**src/sv/rcl_pkg.sv**
```systemverilog
// Shared types, constants and the rule program of the radical composition lookup.
package rcl_pkg;

  localparam int TableDepth = 4096;
  localparam int CharW      = 16;
  localparam int AddrW      = $clog2(TableDepth);
  localparam int CntW       = AddrW + 1;
  localparam int EntryW     = 3 * CharW;
  localparam int NumRules   = 36;
  localparam int RuleIdxW   = $clog2(NumRules);
  localparam int NumPrep    = 8;
  localparam int PrepIdxW   = $clog2(NumPrep);
  localparam int CfgIdxW    = 1;
  localparam int CfgDataW   = 16;
  localparam logic [CharW-1:0] NullReset = CharW'(20044);

  typedef enum logic [1:0] {
    CMD_LOAD  = 2'd0,
    CMD_QUERY = 2'd1,
    CMD_CLEAR = 2'd2
  } cmd_e;

  typedef enum logic [CfgIdxW-1:0] {
    REG_ALGO_MODE = 1'b0,
    REG_NULL_PART = 1'b1
  } reg_e;

  typedef enum logic [3:0] {
    OP_NONE, OP_CA, OP_CB, OP_A, OP_B, OP_A1, OP_A2, OP_B1, OP_B2,
    OP_A11, OP_A12, OP_A21, OP_A22, OP_R
  } op_e;

  typedef enum logic [1:0] {
    RK_PAIR, RK_CHAIN, RK_TAKE
  } rk_e;

  typedef enum logic [2:0] {
    ST_IDLE, ST_PREP, ST_PREP_WAIT, ST_RULE, ST_SCAN1, ST_CHAIN, ST_SCAN2, ST_DONE
  } state_e;

  typedef struct packed {
    rk_e  kind;
    logic ext;
    op_e  n0;
    op_e  n1;
    op_e  n2;
    op_e  eql;
    op_e  eq1;
    op_e  eq2;
    op_e  x;
    op_e  y;
    op_e  u;
    op_e  v;
  } rule_t;

  typedef struct packed {
    logic                ld_in;
    logic                do_load;
    logic                do_clear;
    logic                prep_start;
    logic                prep_cap;
    logic                prep_zero;
    logic                rule_start1;
    logic                rule_start2;
    logic                cap_r;
    logic                swap;
    logic                res_take;
    logic                res_scan;
    logic [RuleIdxW-1:0] idx;
  } ctrl_cmd_t;

  typedef struct packed {
    logic scan_done;
    logic scan_nz;
    logic scan_ok;
    logic rule_skip;
    rk_e  kind;
    logic take_ok;
    logic prep_skip;
  } dp_stat_t;

  typedef struct packed {
    logic             wr;
    logic             clr;
    logic [EntryW-1:0] wdata;
    logic             start;
    logic             match_c;
    logic [CharW-1:0] key_a;
    logic [CharW-1:0] key_b;
  } st_req_t;

  typedef struct packed {
    logic             done;
    logic             hit;
    logic [CharW-1:0] ea;
    logic [CharW-1:0] eb;
    logic [CharW-1:0] ec;
    logic             full;
  } st_rsp_t;

  function automatic rule_t mk(rk_e k, logic e, op_e n0, op_e n1, op_e n2,
                               op_e eql, op_e eq1, op_e eq2,
                               op_e x, op_e y, op_e u, op_e v);
    rule_t r;
    r.kind = k; r.ext = e; r.n0 = n0; r.n1 = n1; r.n2 = n2;
    r.eql = eql; r.eq1 = eq1; r.eq2 = eq2;
    r.x = x; r.y = y; r.u = u; r.v = v;
    return r;
  endfunction

  function automatic rule_t rule_f(logic [RuleIdxW-1:0] idx);
    rule_t r;
    r = mk(RK_PAIR, 1'b1, OP_NONE, OP_NONE, OP_NONE, OP_NONE, OP_NONE, OP_NONE,
           OP_NONE, OP_NONE, OP_NONE, OP_NONE);
    case (int'(idx))
      0: r = mk(RK_PAIR, 1'b0, OP_NONE, OP_NONE, OP_NONE, OP_NONE, OP_NONE, OP_NONE,
                OP_CA, OP_CB, OP_NONE, OP_NONE);
      1: r = mk(RK_PAIR, 1'b0, OP_NONE, OP_NONE, OP_NONE, OP_NONE, OP_NONE, OP_NONE,
                OP_A, OP_B, OP_NONE, OP_NONE);
      2: r = mk(RK_CHAIN, 1'b1, OP_A1, OP_A2, OP_NONE, OP_NONE, OP_NONE, OP_NONE,
                OP_A1, OP_B, OP_R, OP_A2);
      3: r = mk(RK_CHAIN, 1'b1, OP_A1, OP_A2, OP_NONE, OP_NONE, OP_NONE, OP_NONE,
                OP_A2, OP_B, OP_A1, OP_R);
      4: r = mk(RK_CHAIN, 1'b1, OP_B1, OP_B2, OP_NONE, OP_NONE, OP_NONE, OP_NONE,
                OP_A, OP_B1, OP_R, OP_B2);
      5: r = mk(RK_CHAIN, 1'b1, OP_B1, OP_B2, OP_NONE, OP_NONE, OP_NONE, OP_NONE,
                OP_A, OP_B2, OP_B1, OP_R);
      6: r = mk(RK_TAKE, 1'b0, OP_A1, OP_A2, OP_NONE, OP_A2, OP_B, OP_B,
                OP_A1, OP_NONE, OP_NONE, OP_NONE);
      7: r = mk(RK_TAKE, 1'b0, OP_A1, OP_A2, OP_NONE, OP_A1, OP_B, OP_B,
                OP_A2, OP_NONE, OP_NONE, OP_NONE);
      8: r = mk(RK_PAIR, 1'b1, OP_A2, OP_A11, OP_A12, OP_A12, OP_B, OP_B,
                OP_A11, OP_A2, OP_NONE, OP_NONE);
      9: r = mk(RK_PAIR, 1'b1, OP_A2, OP_A11, OP_A12, OP_A11, OP_B, OP_B,
                OP_A12, OP_A2, OP_NONE, OP_NONE);
      10: r = mk(RK_PAIR, 1'b1, OP_A1, OP_A21, OP_A22, OP_A22, OP_B, OP_B,
                 OP_A1, OP_A21, OP_NONE, OP_NONE);
      11: r = mk(RK_PAIR, 1'b1, OP_A1, OP_A21, OP_A22, OP_A21, OP_B, OP_B,
                 OP_A1, OP_A22, OP_NONE, OP_NONE);
      12: r = mk(RK_PAIR, 1'b0, OP_A, OP_B1, OP_NONE, OP_NONE, OP_NONE, OP_NONE,
                 OP_A, OP_B1, OP_NONE, OP_NONE);
      13: r = mk(RK_PAIR, 1'b0, OP_A, OP_B2, OP_NONE, OP_NONE, OP_NONE, OP_NONE,
                 OP_A, OP_B2, OP_NONE, OP_NONE);
      14: r = mk(RK_PAIR, 1'b0, OP_A1, OP_B, OP_NONE, OP_NONE, OP_NONE, OP_NONE,
                 OP_A1, OP_B, OP_NONE, OP_NONE);
      15: r = mk(RK_PAIR, 1'b0, OP_A2, OP_B, OP_NONE, OP_NONE, OP_NONE, OP_NONE,
                 OP_A2, OP_B, OP_NONE, OP_NONE);
      16: r = mk(RK_CHAIN, 1'b1, OP_A1, OP_A2, OP_B1, OP_NONE, OP_NONE, OP_NONE,
                 OP_A1, OP_B1, OP_R, OP_A2);
      17: r = mk(RK_CHAIN, 1'b1, OP_A1, OP_A2, OP_B1, OP_NONE, OP_NONE, OP_NONE,
                 OP_A2, OP_B1, OP_A1, OP_R);
      18: r = mk(RK_CHAIN, 1'b1, OP_A1, OP_A2, OP_B2, OP_NONE, OP_NONE, OP_NONE,
                 OP_A1, OP_B2, OP_R, OP_A2);
      19: r = mk(RK_CHAIN, 1'b1, OP_A1, OP_A2, OP_B2, OP_NONE, OP_NONE, OP_NONE,
                 OP_A2, OP_B2, OP_A1, OP_R);
      20: r = mk(RK_CHAIN, 1'b1, OP_A1, OP_B1, OP_B2, OP_NONE, OP_NONE, OP_NONE,
                 OP_A1, OP_B1, OP_R, OP_B2);
      21: r = mk(RK_CHAIN, 1'b1, OP_A1, OP_B1, OP_B2, OP_NONE, OP_NONE, OP_NONE,
                 OP_A1, OP_B2, OP_B1, OP_R);
      22: r = mk(RK_CHAIN, 1'b1, OP_A2, OP_B1, OP_B2, OP_NONE, OP_NONE, OP_NONE,
                 OP_A2, OP_B1, OP_R, OP_B2);
      23: r = mk(RK_CHAIN, 1'b1, OP_A2, OP_B1, OP_B2, OP_NONE, OP_NONE, OP_NONE,
                 OP_A2, OP_B2, OP_B1, OP_R);
      24: r = mk(RK_PAIR, 1'b0, OP_A1, OP_B1, OP_NONE, OP_NONE, OP_NONE, OP_NONE,
                 OP_A1, OP_B1, OP_NONE, OP_NONE);
      25: r = mk(RK_PAIR, 1'b0, OP_A1, OP_B2, OP_NONE, OP_NONE, OP_NONE, OP_NONE,
                 OP_A1, OP_B2, OP_NONE, OP_NONE);
      26: r = mk(RK_PAIR, 1'b0, OP_A2, OP_B1, OP_NONE, OP_NONE, OP_NONE, OP_NONE,
                 OP_A2, OP_B1, OP_NONE, OP_NONE);
      27: r = mk(RK_PAIR, 1'b0, OP_A2, OP_B2, OP_NONE, OP_NONE, OP_NONE, OP_NONE,
                 OP_A2, OP_B2, OP_NONE, OP_NONE);
      28: r = mk(RK_TAKE, 1'b0, OP_A2, OP_B1, OP_NONE, OP_A2, OP_B1, OP_B1,
                 OP_A1, OP_NONE, OP_NONE, OP_NONE);
      29: r = mk(RK_TAKE, 1'b0, OP_A2, OP_B2, OP_NONE, OP_A2, OP_B2, OP_B2,
                 OP_A1, OP_NONE, OP_NONE, OP_NONE);
      30: r = mk(RK_TAKE, 1'b0, OP_A1, OP_B1, OP_NONE, OP_A1, OP_B1, OP_B1,
                 OP_A2, OP_NONE, OP_NONE, OP_NONE);
      31: r = mk(RK_TAKE, 1'b0, OP_A1, OP_B2, OP_NONE, OP_A1, OP_B2, OP_B2,
                 OP_A2, OP_NONE, OP_NONE, OP_NONE);
      32: r = mk(RK_PAIR, 1'b1, OP_A2, OP_A11, OP_A12, OP_A12, OP_B1, OP_B2,
                 OP_A11, OP_A2, OP_NONE, OP_NONE);
      33: r = mk(RK_PAIR, 1'b1, OP_A2, OP_A11, OP_A12, OP_A11, OP_B1, OP_B2,
                 OP_A12, OP_A2, OP_NONE, OP_NONE);
      34: r = mk(RK_PAIR, 1'b1, OP_A1, OP_A21, OP_A22, OP_A22, OP_B1, OP_B2,
                 OP_A1, OP_A21, OP_NONE, OP_NONE);
      35: r = mk(RK_PAIR, 1'b1, OP_A1, OP_A21, OP_A22, OP_A21, OP_B1, OP_B2,
                 OP_A1, OP_A22, OP_NONE, OP_NONE);
      default: r = mk(RK_PAIR, 1'b1, OP_NONE, OP_NONE, OP_NONE, OP_NONE, OP_NONE, OP_NONE,
                      OP_NONE, OP_NONE, OP_NONE, OP_NONE);
    endcase
    return r;
  endfunction

endpackage

```
**src/sv/rcl_ctrl.sv**
```systemverilog
// Sequencer that steps through item decode, decomposition scans and the rule program.
module rcl_ctrl (
  input  logic                clk_i,
  input  logic                rst_ni,
  input  logic                start,
  input  logic [1:0]          cmd_i,
  input  rcl_pkg::dp_stat_t   stat_i,
  output rcl_pkg::ctrl_cmd_t  cmd_o,
  output logic                busy,
  output logic                done_o
);

  rcl_pkg::state_e              state_q, state_d;
  logic [rcl_pkg::RuleIdxW-1:0] idx_q, idx_d;
  logic                         pass_q, pass_d;
  logic                         advance, adv_prep;

  always_ff @(posedge clk_i or negedge rst_ni) begin
    if (!rst_ni) begin
      state_q <= rcl_pkg::ST_IDLE;
      idx_q   <= '0;
      pass_q  <= 1'b0;
    end else begin
      state_q <= state_d;
      idx_q   <= idx_d;
      pass_q  <= pass_d;
    end
  end

  always_comb begin
    state_d  = state_q;
    idx_d    = idx_q;
    pass_d   = pass_q;
    cmd_o    = '0;
    cmd_o.idx = idx_q;
    advance  = 1'b0;
    adv_prep = 1'b0;
    busy     = state_q != rcl_pkg::ST_IDLE;
    done_o   = 1'b0;
    unique case (state_q)
      rcl_pkg::ST_IDLE: begin
        if (start) begin
          cmd_o.ld_in = 1'b1;
          state_d = rcl_pkg::ST_DONE;
          case (cmd_i)
            rcl_pkg::CMD_LOAD:  cmd_o.do_load = 1'b1;
            rcl_pkg::CMD_CLEAR: cmd_o.do_clear = 1'b1;
            rcl_pkg::CMD_QUERY: begin
              state_d = rcl_pkg::ST_PREP;
              idx_d   = '0;
              pass_d  = 1'b0;
            end
            default: state_d = rcl_pkg::ST_DONE;
          endcase
        end
      end
      rcl_pkg::ST_PREP: begin
        if (stat_i.prep_skip) begin
          cmd_o.prep_zero = 1'b1;
          adv_prep = 1'b1;
        end else begin
          cmd_o.prep_start = 1'b1;
          state_d = rcl_pkg::ST_PREP_WAIT;
        end
      end
      rcl_pkg::ST_PREP_WAIT: begin
        if (stat_i.scan_done) begin
          cmd_o.prep_cap = 1'b1;
          adv_prep = 1'b1;
        end
      end
      rcl_pkg::ST_RULE: begin
        if (stat_i.rule_skip) begin
          advance = 1'b1;
        end else if (stat_i.kind == rcl_pkg::RK_TAKE) begin
          if (stat_i.take_ok) begin
            cmd_o.res_take = 1'b1;
            state_d = rcl_pkg::ST_DONE;
          end else begin
            advance = 1'b1;
          end
        end else begin
          cmd_o.rule_start1 = 1'b1;
          state_d = rcl_pkg::ST_SCAN1;
        end
      end
      rcl_pkg::ST_SCAN1: begin
        if (stat_i.scan_done) begin
          if (stat_i.kind == rcl_pkg::RK_CHAIN) begin
            if (stat_i.scan_nz) begin
              cmd_o.cap_r = 1'b1;
              state_d = rcl_pkg::ST_CHAIN;
            end else begin
              advance = 1'b1;
            end
          end else if (stat_i.scan_ok) begin
            cmd_o.res_scan = 1'b1;
            state_d = rcl_pkg::ST_DONE;
          end else begin
            advance = 1'b1;
          end
        end
      end
      rcl_pkg::ST_CHAIN: begin
        cmd_o.rule_start2 = 1'b1;
        state_d = rcl_pkg::ST_SCAN2;
      end
      rcl_pkg::ST_SCAN2: begin
        if (stat_i.scan_done) begin
          if (stat_i.scan_ok) begin
            cmd_o.res_scan = 1'b1;
            state_d = rcl_pkg::ST_DONE;
          end else begin
            advance = 1'b1;
          end
        end
      end
      rcl_pkg::ST_DONE: begin
        done_o  = 1'b1;
        state_d = rcl_pkg::ST_IDLE;
      end
      default: state_d = rcl_pkg::ST_IDLE;
    endcase

    if (adv_prep) begin
      if (idx_q == rcl_pkg::RuleIdxW'(rcl_pkg::NumPrep - 1)) begin
        idx_d   = '0;
        state_d = rcl_pkg::ST_RULE;
      end else begin
        idx_d   = idx_q + 1'b1;
        state_d = rcl_pkg::ST_PREP;
      end
    end

    if (advance) begin
      if (idx_q == rcl_pkg::RuleIdxW'(rcl_pkg::NumRules - 1)) begin
        if (!pass_q) begin
          cmd_o.swap = 1'b1;
          pass_d  = 1'b1;
          idx_d   = '0;
          state_d = rcl_pkg::ST_RULE;
        end else begin
          state_d = rcl_pkg::ST_DONE;
        end
      end else begin
        idx_d   = idx_q + 1'b1;
        state_d = rcl_pkg::ST_RULE;
      end
    end
  end

endmodule
```
**config.mk**
```make
export PLATFORM = sky130hd
export DESIGN_NAME = rcl_ctrl
export DESIGN_NICKNAME = d
export VERILOG_FILES = /design/src/sv/rcl_pkg.sv /design/src/sv/rcl_ctrl.sv
export SDC_FILE = /design/constraint.sdc
export NUM_CORES = 1
export LEC_CHECK = 0
export ABC_AREA = 1
export BUFFER_PORTS_ARGS = -buffer_cell sky130_fd_sc_hd__buf_2
export CAP_MARGIN = 10
export CORE_UTILIZATION = 53
export CTS_CLUSTER_DIAMETER = 100
export CTS_CLUSTER_SIZE = 28
export DETAILED_ROUTE_END_ITERATION = 7
export GPL_ROUTABILITY_DRIVEN = 0
export PLACE_DENSITY = 0.84
export RECOVER_POWER = 50
export SYNTH_ARGS = -nofsm -noshare
export SYNTH_HDL_FRONTEND = slang
export SYNTH_SLANG_ARGS = --single-unit
export TNS_END_PERCENT = 5
```
**constraint.sdc**
```tcl
create_clock -name clk_i -period 2.6 [get_ports clk_i]
set_input_delay 0.65 -clock clk_i [delete_from_list [all_inputs] [get_ports clk_i]]
set_output_delay 0.65 -clock clk_i [all_outputs]
set_load 0.005 [all_outputs]
```
==> results of run 1 <==
power breakdown:
part | switching (mW) | leakage (nW) | total, mW | internal [mW]
Combinational | 0.389 | 0.548 | 0.615 | 0.226
Sequential | 0.0992 | 0.128 | 0.313 | 0.214
Clock | 0.0491 | 0.0138 | 0.102 | 0.0533
Total | 0.537 | 0.690 | 1.03 | 0.493
registers in the layout (all words and copies together) (netlist names):
register	flops
idx_q	6
state_q	3
pass_q	1
logic make-up (layout without fill, tap and decap cells):
kind of cell | after synthesis | in the layout
compound gates | 12 | 12
xor+xnor | 3 | 3
fa+ha+maj | 1 | 1
buf+inv | 31 | 64
flops | 10 | 10
simple gates | 101 | 101
through the flow:
step,total power [mW],hold slack [ns],cells
6_report,1.030,0.3331,207
2_1_floorplan,0.7724,0.3544,158
5_1_grt,1.137,0.3830,207
3_5_place_dp,0.9267,0.5008,204
4_1_cts,1.038,0.2390,207
3_3_place_gp,0.9089,0.4743,204
worst max-delay path, cell delays in order:
cell	delay (ns)
buf_2	0.09
inv_1	0.04
nor2_1	0.18
inv_1	0.11
nor2_1	0.10
nand2_1	0.06
nand3_1	0.13
nand2_4	0.10
nand2_1	0.09
nor2_1	0.04
buf_2	0.13
placed cells by master (no fill, tap or decap), drive strengths merged:
| master | count |
|---|---|
| nand4 | 2 |
| nand3 | 19 |
| o211ai | 1 |
| dfrtp | 10 |
| a21oi | 1 |
| o21ai | 9 |
| ha | 1 |
| inv | 29 |
| nor3 | 6 |
| a21boi | 1 |
| clkbuf | 5 |
| nor2 | 19 |
| nor4 | 1 |
| xor2 | 3 |
| buf | 30 |
| nand2 | 54 |
final cells by class:
type	count	area [um^2]	share of cell area, %
well taps	16	20.02	1.790
flip-flops and latches	10	250.2	22.37
multi-input cells	117	559.3	50.00
clock buffers	3	22.52	2.013
inverters	29	108.9	9.732
repair buffers	32	157.7	14.09
final timing paths:
| check | startpoint | end | cells past startpoint |
|---|---|---|---|
| min in group clk_i | pass_q$_DFF_PN0_ | pass_q$_DFF_PN0_ | 2 |
| worst max-delay path | stat_i[2] | cmd_o[8] | 11 |
| worst min-delay path | rst_ni | idx_q[2]$_DFF_PN0_ | 1 |
| worst max register to register | state_q[2]$_DFFE_PN0P_ | idx_q[2]$_DFF_PN0_ | 8 |
| worst min register to register | pass_q$_DFF_PN0_ | pass_q$_DFF_PN0_ | 2 |
| max in group asynchronous | rst_ni | state_q[2]$_DFFE_PN0P_ | 1 |
layer usage:
metal | wire length, um | track usage, %
met5 | 0 | 0
met4 | 8 | 4.242
met3 | 169 | 7.347
met2 | 1028 | 37.65
met1 | 1094 | 35.29
==> impl_results.md, run 1 <==
* GRT Total Usage at 24.74%
* Post_cts resized at 0
* Leak at 0.6897 nW
* Design Area, Final at 1119 um^2
* Die X at 44.22 um
* Top-area cell type share of the netlist area at 26.49%
* DIE AREA at 1955 um^2
* Core area at 1577 um^2
* Vias in the first global route at 892
* Synth area leader: dfrtp_1
* Nets@finish at 207
* CTS tree: done
* Setup TNS at 0 ns
* Max Slew Vio Count at 0
* Finished Core Util at 70.95%
* Placed Instance Area at 1106 um^2
* Arr. time, crit path at 1.72 ns
* Async set-reset flop share out of synthesis at 100.0%
* Pin count of the biggest net entering global routing at 11
* DR WL/cell at 11.12 um
* Sequential area share after synthesis at 26.49%
* Total global routing overflow at 0
* Outcome: finished, violations left
* Slew HR at 64.34%
* Nature of the critical path endpoint: primary output
* Initial Util at 59.92%
* Worst Setup Slack, final at 0.2349 ns
* ANT nets after route at 0
* Violated checks: design-rule violations
* RSZ-0062 raised after global routing: false
* Die height at 44.22 um
* Vias post-DR at 1091
* Crit path kind: input pin to primary output
* Post-CTS Setup Inserts at 0
* Initial antenna violation count at 0
* CTS root buffer: clkbuf_4
* Detailed Place HPWL at 1.815 mm
* Worst hold-check path type: input pin to asynchronous set/reset pin
* Synth unique cells at 24
* Drt total wl at 2.301 mm
* IO Pins at 33
* Largest family of logic cells by synthesized area: simple AND/OR/NAND/NOR gates
* Area share of fa/ha/maj cells after synthesis at 1.325%
* Clock slew at the register clock pins of the worst setup and hold paths at 0.06 ns
* Final period util at 90.96%
* 1st-pass router iterations at 8
* Synth Area in Simple Gates at 49.01%
* Syn Nets at 172
* Max Fanout on Critical Path at 9
* Clk_lat worst skew at 0.26 ns
* CTS Sinks at 10
* Max rail drop VDD at 0.6169 mV
* ANT cells at 0
* Gate Count Post-Synth at 158
* Mean Syn Cell Area at 5.979 um^2
* Synth Register Bits at 10
* Synth area leaders: dfrtp_1 26%, nand2_1 19%, inv_1 9.5%
* Place WS at 0.3092 ns
* F_max at 422.8 MHz
* Clock tree buffer depth at 2
* First-pass GRT wire length at 3.608 mm
* Total CTS buffers at 3
* Main synth FF type: dfrtp_1
* IO buf count at 32
* Synth warn at 0
* Synth Area in XOR/XNOR at 2.781%
* Initial drt markers at 29
* Hold Fails Final Rpt at 0
* Compound-Gate Fraction of Synth Area at 6.887%
* Max-Cap Viols at 0
* Row count at 14
* Final setup fails at 0
* Setup Skew at 0.002613 ns
* Area Growth Syn to Fin at 18.41%
* Slack of the worst reg-to-reg path at 0.90 ns
* Startpoint Class: input pin
* Deepest level of the CTS H-tree at 1
* Residual DRC at 2
* Vias/cell at 5.271
* Synth cell count leaders: 49 x nand2_1, 24 x inv_1, 17 x nand3_1, 16 x nor2_1, 10 x dfrtp_1
* Actual slew at the worst max-slew pin at 0.5350 ns
* Share of cells above drive strength 1 at 24.08%
* # hold bufs at CTS at 0
* Required time of the critical path at 1.95 ns
* Fillers at 158
* Mapped cell area at 944.7 um^2
* Count leader, synth: nand2_1
* Fraction of synthesized area in multiplexers at 0%
* EDFF count, synth at 0
* PwrDens at 921.1 nW/um^2
* Min Tclk post-route at 2.365 ns
(Power assumes the default switching activity.)
==> run 2, diff against run 1 <==
--- a/config.mk
+++ b/config.mk
@@ -8,12 +8,15 @@
 export ABC_AREA = 1
 export BUFFER_PORTS_ARGS = -buffer_cell sky130_fd_sc_hd__buf_2
 export CAP_MARGIN = 10
-export CORE_UTILIZATION = 53
+export CELL_PAD_IN_SITES_DETAIL_PLACEMENT = 1
+export CELL_PAD_IN_SITES_GLOBAL_PLACEMENT = 2
+export CORE_UTILIZATION = 27
+export CTS_BUF_LIST = sky130_fd_sc_hd__clkbuf_2
 export CTS_CLUSTER_DIAMETER = 100
 export CTS_CLUSTER_SIZE = 28
 export DETAILED_ROUTE_END_ITERATION = 7
 export GPL_ROUTABILITY_DRIVEN = 0
-export PLACE_DENSITY = 0.84
+export PLACE_DENSITY_LB_ADDON = 0.1
 export RECOVER_POWER = 50
 export SYNTH_ARGS = -nofsm -noshare
 export SYNTH_HDL_FRONTEND = slang
==> impl_results.md, run 2 (synthesized netlist as in run 1, its figures left out) <==
* CTS tree: done
* Slowest-stage cell, CP: nor2_1
* Row count at 21 (+7)
* Drt total wl at 2.868 mm (+25%)
* Max Fanout on Critical Path at 9 (unchanged)
* Max reg flops at 6 (unchanged)
* CTS root buffer: clkbuf_2
* Top cell by count, worst path: nor2_1
* Max-Cap Viols at 0 (unchanged)
* DIE AREA at 3739 um^2 (+91%)
* Total CTS buffers at 3 (unchanged)
* Place WS at 0.2805 ns (-0.02869 ns)
* Worst Reg-to-Reg Cells at 8 (unchanged)
* Most common cell after layout, fill and taps aside: nand2_1
* Die height at 61.15 um (+38%)
* Initial antenna violation count at 0 (unchanged)
* Slew HR at 60.81% (-3.5 points)
* Actual slew at the worst max-slew pin at 0.5878 ns (+0.05284 ns)
* Max rail drop VDD at 0.4044 mV (-34%)
* Inst Count DP at 234 (+15%)
* Max Slew Vio Count at 0 (unchanged)
* Outcome: finished, final reports clean
* 1st-pass router iterations at 4 (-4)
* CP cell instances: buf_2 -> nor2_1 -> inv_1 -> nor2_1 -> nand2_1 -> nand3_2 -> nand2_4 -> nand2_1 -> nor2_1 -> buf_2
* ANT cells at 0 (unchanged)
* Initial drt markers at 31 (+6.9%)
* FF-to-FF End: idx_q[2]$_DFF_PN0_
* Clock slew at the register clock pins of the worst setup and hold paths at 0.11 ns (+0.05 ns)
* Total global routing overflow at 0 (unchanged)
* Slowest stage delay, CP at 0.18 ns (about the same)
* Finished Core Util at 34.38% (-37 points)
* Post-CTS Setup Inserts at 0 (unchanged)
* Final setup fails at 0 (unchanged)
* Required time of the critical path at 1.95 ns (about the same)
* Setup Skew at 0.001143 ns (-0.001471 ns)
* PwrDens at 893.4 nW/um^2 (-3.0%)
* IO Pins at 33 (unchanged)
* Setup TNS at 0 ns (unchanged)
* IO buf count at 32 (unchanged)
* Startpoint Class: input pin
* Nature of the critical path endpoint: primary output
* Biggest regs: idx_q x6, state_q x3, pass_q x1
* Leak at 0.6780 nW (-1.7%)
* Min Tclk post-route at 2.309 ns (-0.05594 ns)
* Vias in the first global route at 1057 (+18%)
* Worst Setup Slack, final at 0.2909 ns (+0.05594 ns)
* Crit path kind: input pin to primary output
* RSZ-0062 raised after global routing: false
* Final period util at 88.81% (-2.2 points)
* Hold Fails Final Rpt at 0 (unchanged)
* First-pass GRT wire length at 4.671 mm (+29%)
* Area Growth Syn to Fin at 21.46%
* Vias/cell at 4.637 (-12%)
* Core area at 3337 um^2 (+110%)
* Arr. time, crit path at 1.66 ns (-0.06 ns)
* RR Startpoint: state_q[2]$_DFFE_PN0P_
* Clk_lat worst skew at 0.27 ns (about the same)
* Largest Register: idx_q
* Detailed Place HPWL at 2.432 mm (+34%)
* Clock tree buffer depth at 2 (unchanged)
* Non-Filler Instances at 237 (+14%)
* Final hold slack at 0.3378 ns (+0.004738 ns)
* Deepest level of the CTS H-tree at 1 (unchanged)
* F_max at 433.1 MHz (+2.4%)
* # hold bufs at CTS at 0 (unchanged)
* Residual DRC at 0 (-2)
* DR WL/cell at 12.10 um (+8.9%)
* Worst hold-check path type: input pin to asynchronous set/reset pin
* Most frequent cells in the layout: 50 x nand2_1, 27 x buf_2, 25 x inv_1
* Post_cts resized at 0 (unchanged)
* Slack of the worst reg-to-reg path at 0.87 ns (-0.03 ns)
* ANT nets after route at 0 (unchanged)
* Share of cells above drive strength 1 at 22.51% (-1.6 points)
* CTS Sinks at 10 (unchanged)
* Pin count of the biggest net entering global routing at 11 (unchanged)
* Nets@finish at 207 (unchanged)
* Die X at 61.15 um (+38%)
* Vias post-DR at 1099 (+0.73%)
* Initial Util at 28.31% (-32 points)
* GRT Total Usage at 17.34% (-7.4 points)
-- run 2: changes by cell type in the layout (fill, tap and decap cells not counted) --
cell,before,now
clkbuf_1,2,5
nand2_2,4,3
nand2_1,49,50
clkbuf_2,0,3
nand3_1,18,17
nand3_2,1,2
clkbuf_4,3,0
buf_2,30,27
-- run 2: per-layer routing --
layer | global-route usage (%) | up-vias | share of wire, %
li1 | - | 560 | -
met4 | 3.896 | 0 | 0.84
met3 | 3.782 | 4 | 3.7
met5 | 0 | - | 0
met1 | 21.37 | 513 | 46
met2 | 30.75 | 22 | 50
-- run 2: where the power goes --
group	switching, mW	internal, mW	leakage, nW
sequential	0.0958	0.213	0.128
clock	0.0601	0.0314	0.0125
combinational	0.403	0.222	0.537
total	0.558	0.467	0.678
-- run 2: critical path, delay by kind of cell --
| kind | cells | cell delay (ns) |
|---|---|---|
| buf+inv | 3 | 0.35 |
| simple gates | 7 | 0.66 |
-- run 2: cell type report --
class | instances | area [um^2]
fillers | 489 | 2190
multi-input cells | 117 | 561.8
clock buffers | 3 | 15.01
repair buffers | 32 | 153.9
inverters | 29 | 108.9
flip-flops and latches | 10 | 250.2
well taps | 46 | 57.56
-- run 2: metrics by stage --
stage | total power [mW] | instance area, um^2
3_3_place_gp | 0.9572 | 1144
3_5_place_dp | 0.9632 | 1144
5_1_grt | 1.168 | 1147
6_report | 1.025 | 1147
4_1_cts | 1.057 | 1159
2_1_floorplan | 0.7724 | 944.7
-- run 2: worst max-delay path by stage --
stage | start | endpoint | depth (start not counted)
after floorplan | stat_i[2] | cmd_o[8] | 8
after global placement | stat_i[3] | cmd_o[8] | 9
after detailed placement | stat_i[3] | cmd_o[8] | 9
after CTS | state_q[2]$_DFFE_PN0P_ | cmd_o[8] | 7
after global routing | state_q[2]$_DFFE_PN0P_ | cmd_o[8] | 7
final | stat_i[3] | cmd_o[8] | 10
==> run 3, diff against run 2 <==
--- a/config.mk
+++ b/config.mk
@@ -10,7 +10,8 @@
 export CAP_MARGIN = 10
 export CELL_PAD_IN_SITES_DETAIL_PLACEMENT = 1
 export CELL_PAD_IN_SITES_GLOBAL_PLACEMENT = 2
-export CORE_UTILIZATION = 27
+export CORE_ASPECT_RATIO = 0.9
+export CORE_UTILIZATION = 25
 export CTS_BUF_LIST = sky130_fd_sc_hd__clkbuf_2
 export CTS_CLUSTER_DIAMETER = 100
 export CTS_CLUSTER_SIZE = 28
==> constraint.sdc (replaced) <==
create_clock -name clk_i -period 2.86 [get_ports clk_i]
set_input_delay 0.715 -clock clk_i [delete_from_list [all_inputs] [get_ports clk_i]]
set_output_delay 0.715 -clock clk_i [all_outputs]
set_load 0.005 [all_outputs]
==> impl_results.md, run 3 (synthesized netlist as in run 1, its figures left out) <==
* Outcome: finished, final reports clean
* 1st-pass router iterations at 4 (unchanged)
* CTS Sinks at 10 (unchanged)
* Required time of the critical path at 2.14 ns (+0.19 ns)
* F_max at 398.7 MHz
* Most frequent cells in the layout: 50 x nand2_1, 25 x inv_1, 25 x buf_2
* Inst Count DP at 232 (-0.85%)
* Biggest regs: idx_q x6, state_q x3, pass_q x1
* Pin count of the biggest net entering global routing at 11 (unchanged)
* Max-Cap Viols at 0 (unchanged)
* DIE AREA at 4029 um^2 (+7.7%)
* Max Fanout on Critical Path at 9 (unchanged)
* ANT nets after route at 0 (unchanged)
* Worst hold-check path type: input pin to asynchronous set/reset pin
* IO buf count at 32 (unchanged)
* Clock slew at the register clock pins of the worst setup and hold paths at 0.10 ns (about the same)
* Initial Util at 26.96% (-1.3 points)
* # hold bufs at CTS at 0 (unchanged)
* Min Tclk post-route at 2.508 ns
* Deepest level of the CTS H-tree at 1 (unchanged)
* Die height at 60.32 um (-1.4%)
* Clk_lat worst skew at 0.25 ns (-0.02 ns)
* PwrDens at 815.0 nW/um^2 (-8.8%)
* Final hold slack at 0.4367 ns (+0.09884 ns)
* Startpoint Class: input pin
* Vias post-DR at 1086 (-1.2%)
* CTS tree: done
* GRT Total Usage at 16.93% (-0.41 points)
* Placed Instance Area at 1141 um^2 (-0.22%)
* Slew HR at 59.46% (-1.3 points)
* Initial antenna violation count at 0 (unchanged)
* CTS root buffer: clkbuf_2
* RSZ-0062 raised after global routing: false
* Final period util at 87.69%
* Largest Register: idx_q
* Max rail drop VDD at 0.3536 mV (-13%)
* Post_cts resized at 0 (unchanged)
* Area Growth Syn to Fin at 20.93%
* Nature of the critical path endpoint: primary output
* Nets@finish at 207 (unchanged)
* Row count at 20 (-4.8%)
* Max reg flops at 6 (unchanged)
* Setup Skew at 0.003750 ns (+0.002608 ns)
* Arr. time, crit path at 1.79 ns (+0.13 ns)
* Share of cells above drive strength 1 at 21.47% (-1.0 points)
* Actual slew at the worst max-slew pin at 0.6080 ns (+0.02022 ns)
* Setup TNS at 0 ns (unchanged)
* Design Area, Final at 1142 um^2 (-0.44%)
* Total global routing overflow at 0 (unchanged)
* Leak at 0.6708 nW (-1.1%)
* ANT cells at 0 (unchanged)
* Total CTS buffers at 3 (unchanged)
* Die X at 66.80 um (+9.2%)
* Most common cell after layout, fill and taps aside: nand2_1
* Non-Filler Instances at 235 (-0.84%)
* IO Pins at 33 (unchanged)
* DR WL/cell at 12.46 um (+3.0%)
* Initial drt markers at 37 (+19%)
* Clock tree buffer depth at 2 (unchanged)
* Final setup fails at 0 (unchanged)
* Detailed Place HPWL at 2.506 mm (+3.1%)
* Post-CTS Setup Inserts at 0 (unchanged)
* Vias in the first global route at 1141 (+7.9%)
* Vias/cell at 4.621 (-0.34%)
* Max Slew Vio Count at 0 (unchanged)
* Residual DRC at 0 (unchanged)
* Core area at 3503 um^2 (+5.0%)
* Hold Fails Final Rpt at 0 (unchanged)
* Crit path kind: input pin to primary output
* Total power at 0.9310 mW (-9.2%)
* First-pass GRT wire length at 5.119 mm (+9.6%)
* Drt total wl at 2.928 mm (+2.1%)
run 3: changes by cell type in the layout (fill, tap and decap cells not counted):
cell / previous run / this run
buf_2: 27 / 25
clkbuf_1: 5 / 7
run 3: final timing paths:
path,start,end,slack [ns],depth (start not counted)
setup / recovery,stat_i[2],cmd_o[8],0.35,11
hold / removal,rst_ni,pass_q$_DFF_PN0_,0.44,1
setup reg to reg,state_q[2]$_DFFE_PN0P_,idx_q[5]$_DFF_PN0_,1.08,10
hold reg to reg,pass_q$_DFF_PN0_,pass_q$_DFF_PN0_,0.52,2
max in group asynchronous,rst_ni,idx_q[0]$_DFF_PN0_,2.03,1
min in group clk_i,pass_q$_DFF_PN0_,pass_q$_DFF_PN0_,0.52,2
run 3: metrics by stage:
stage / setup WS, ns / utilization, %
after floorplan: 0.7441 / -
after global placement: 0.4783 / 32.57
after detailed placement: 0.3545 / 32.57
after CTS: 0.3520 / 33.00
after global routing: 0.2229 / 32.61
final: 0.3520 / 32.61
run 3: layout make-up:
type | count | area [um^2]
fill | 489 | 2361
multi-input combinational | 117 | 561.8
sequential | 10 | 250.2
timing repair buffer | 32 | 151.4
inverter | 29 | 108.9
tap | 44 | 55.05
clock buffer | 3 | 15.01
run 3: power by group:
group	total [mW]	leakage [nW]	switching (mW)	internal [mW]
Combinational	0.568	0.530	0.368	0.200
Clock	0.0748	0.0125	0.0462	0.0286
Sequential	0.289	0.128	0.0951	0.194
Total	0.931	0.671	0.509	0.422
run 3: routing by layer:
| layer | wire, um | global-route usage (%) | vias up |
|---|---|---|---|
| met1 | 1516 | 23.55 | 496 |
| met5 | 0 | 0 | - |
| met4 | 12 | 2.736 | 0 |
| met3 | 151 | 4.580 | 2 |
| li1 | - | - | 560 |
| met2 | 1247 | 26.55 | 28 |
run 3: critical path, stage by stage:
cell and delay [ns]:
buf_2 0.09, inv_1 0.05, nor2_1 0.17, inv_1 0.11, nor2_1 0.12, nand2_1 0.09, nand3_2 0.10, nand2_4 0.09
nand2_1 0.10, nor2_1 0.04, buf_2 0.13
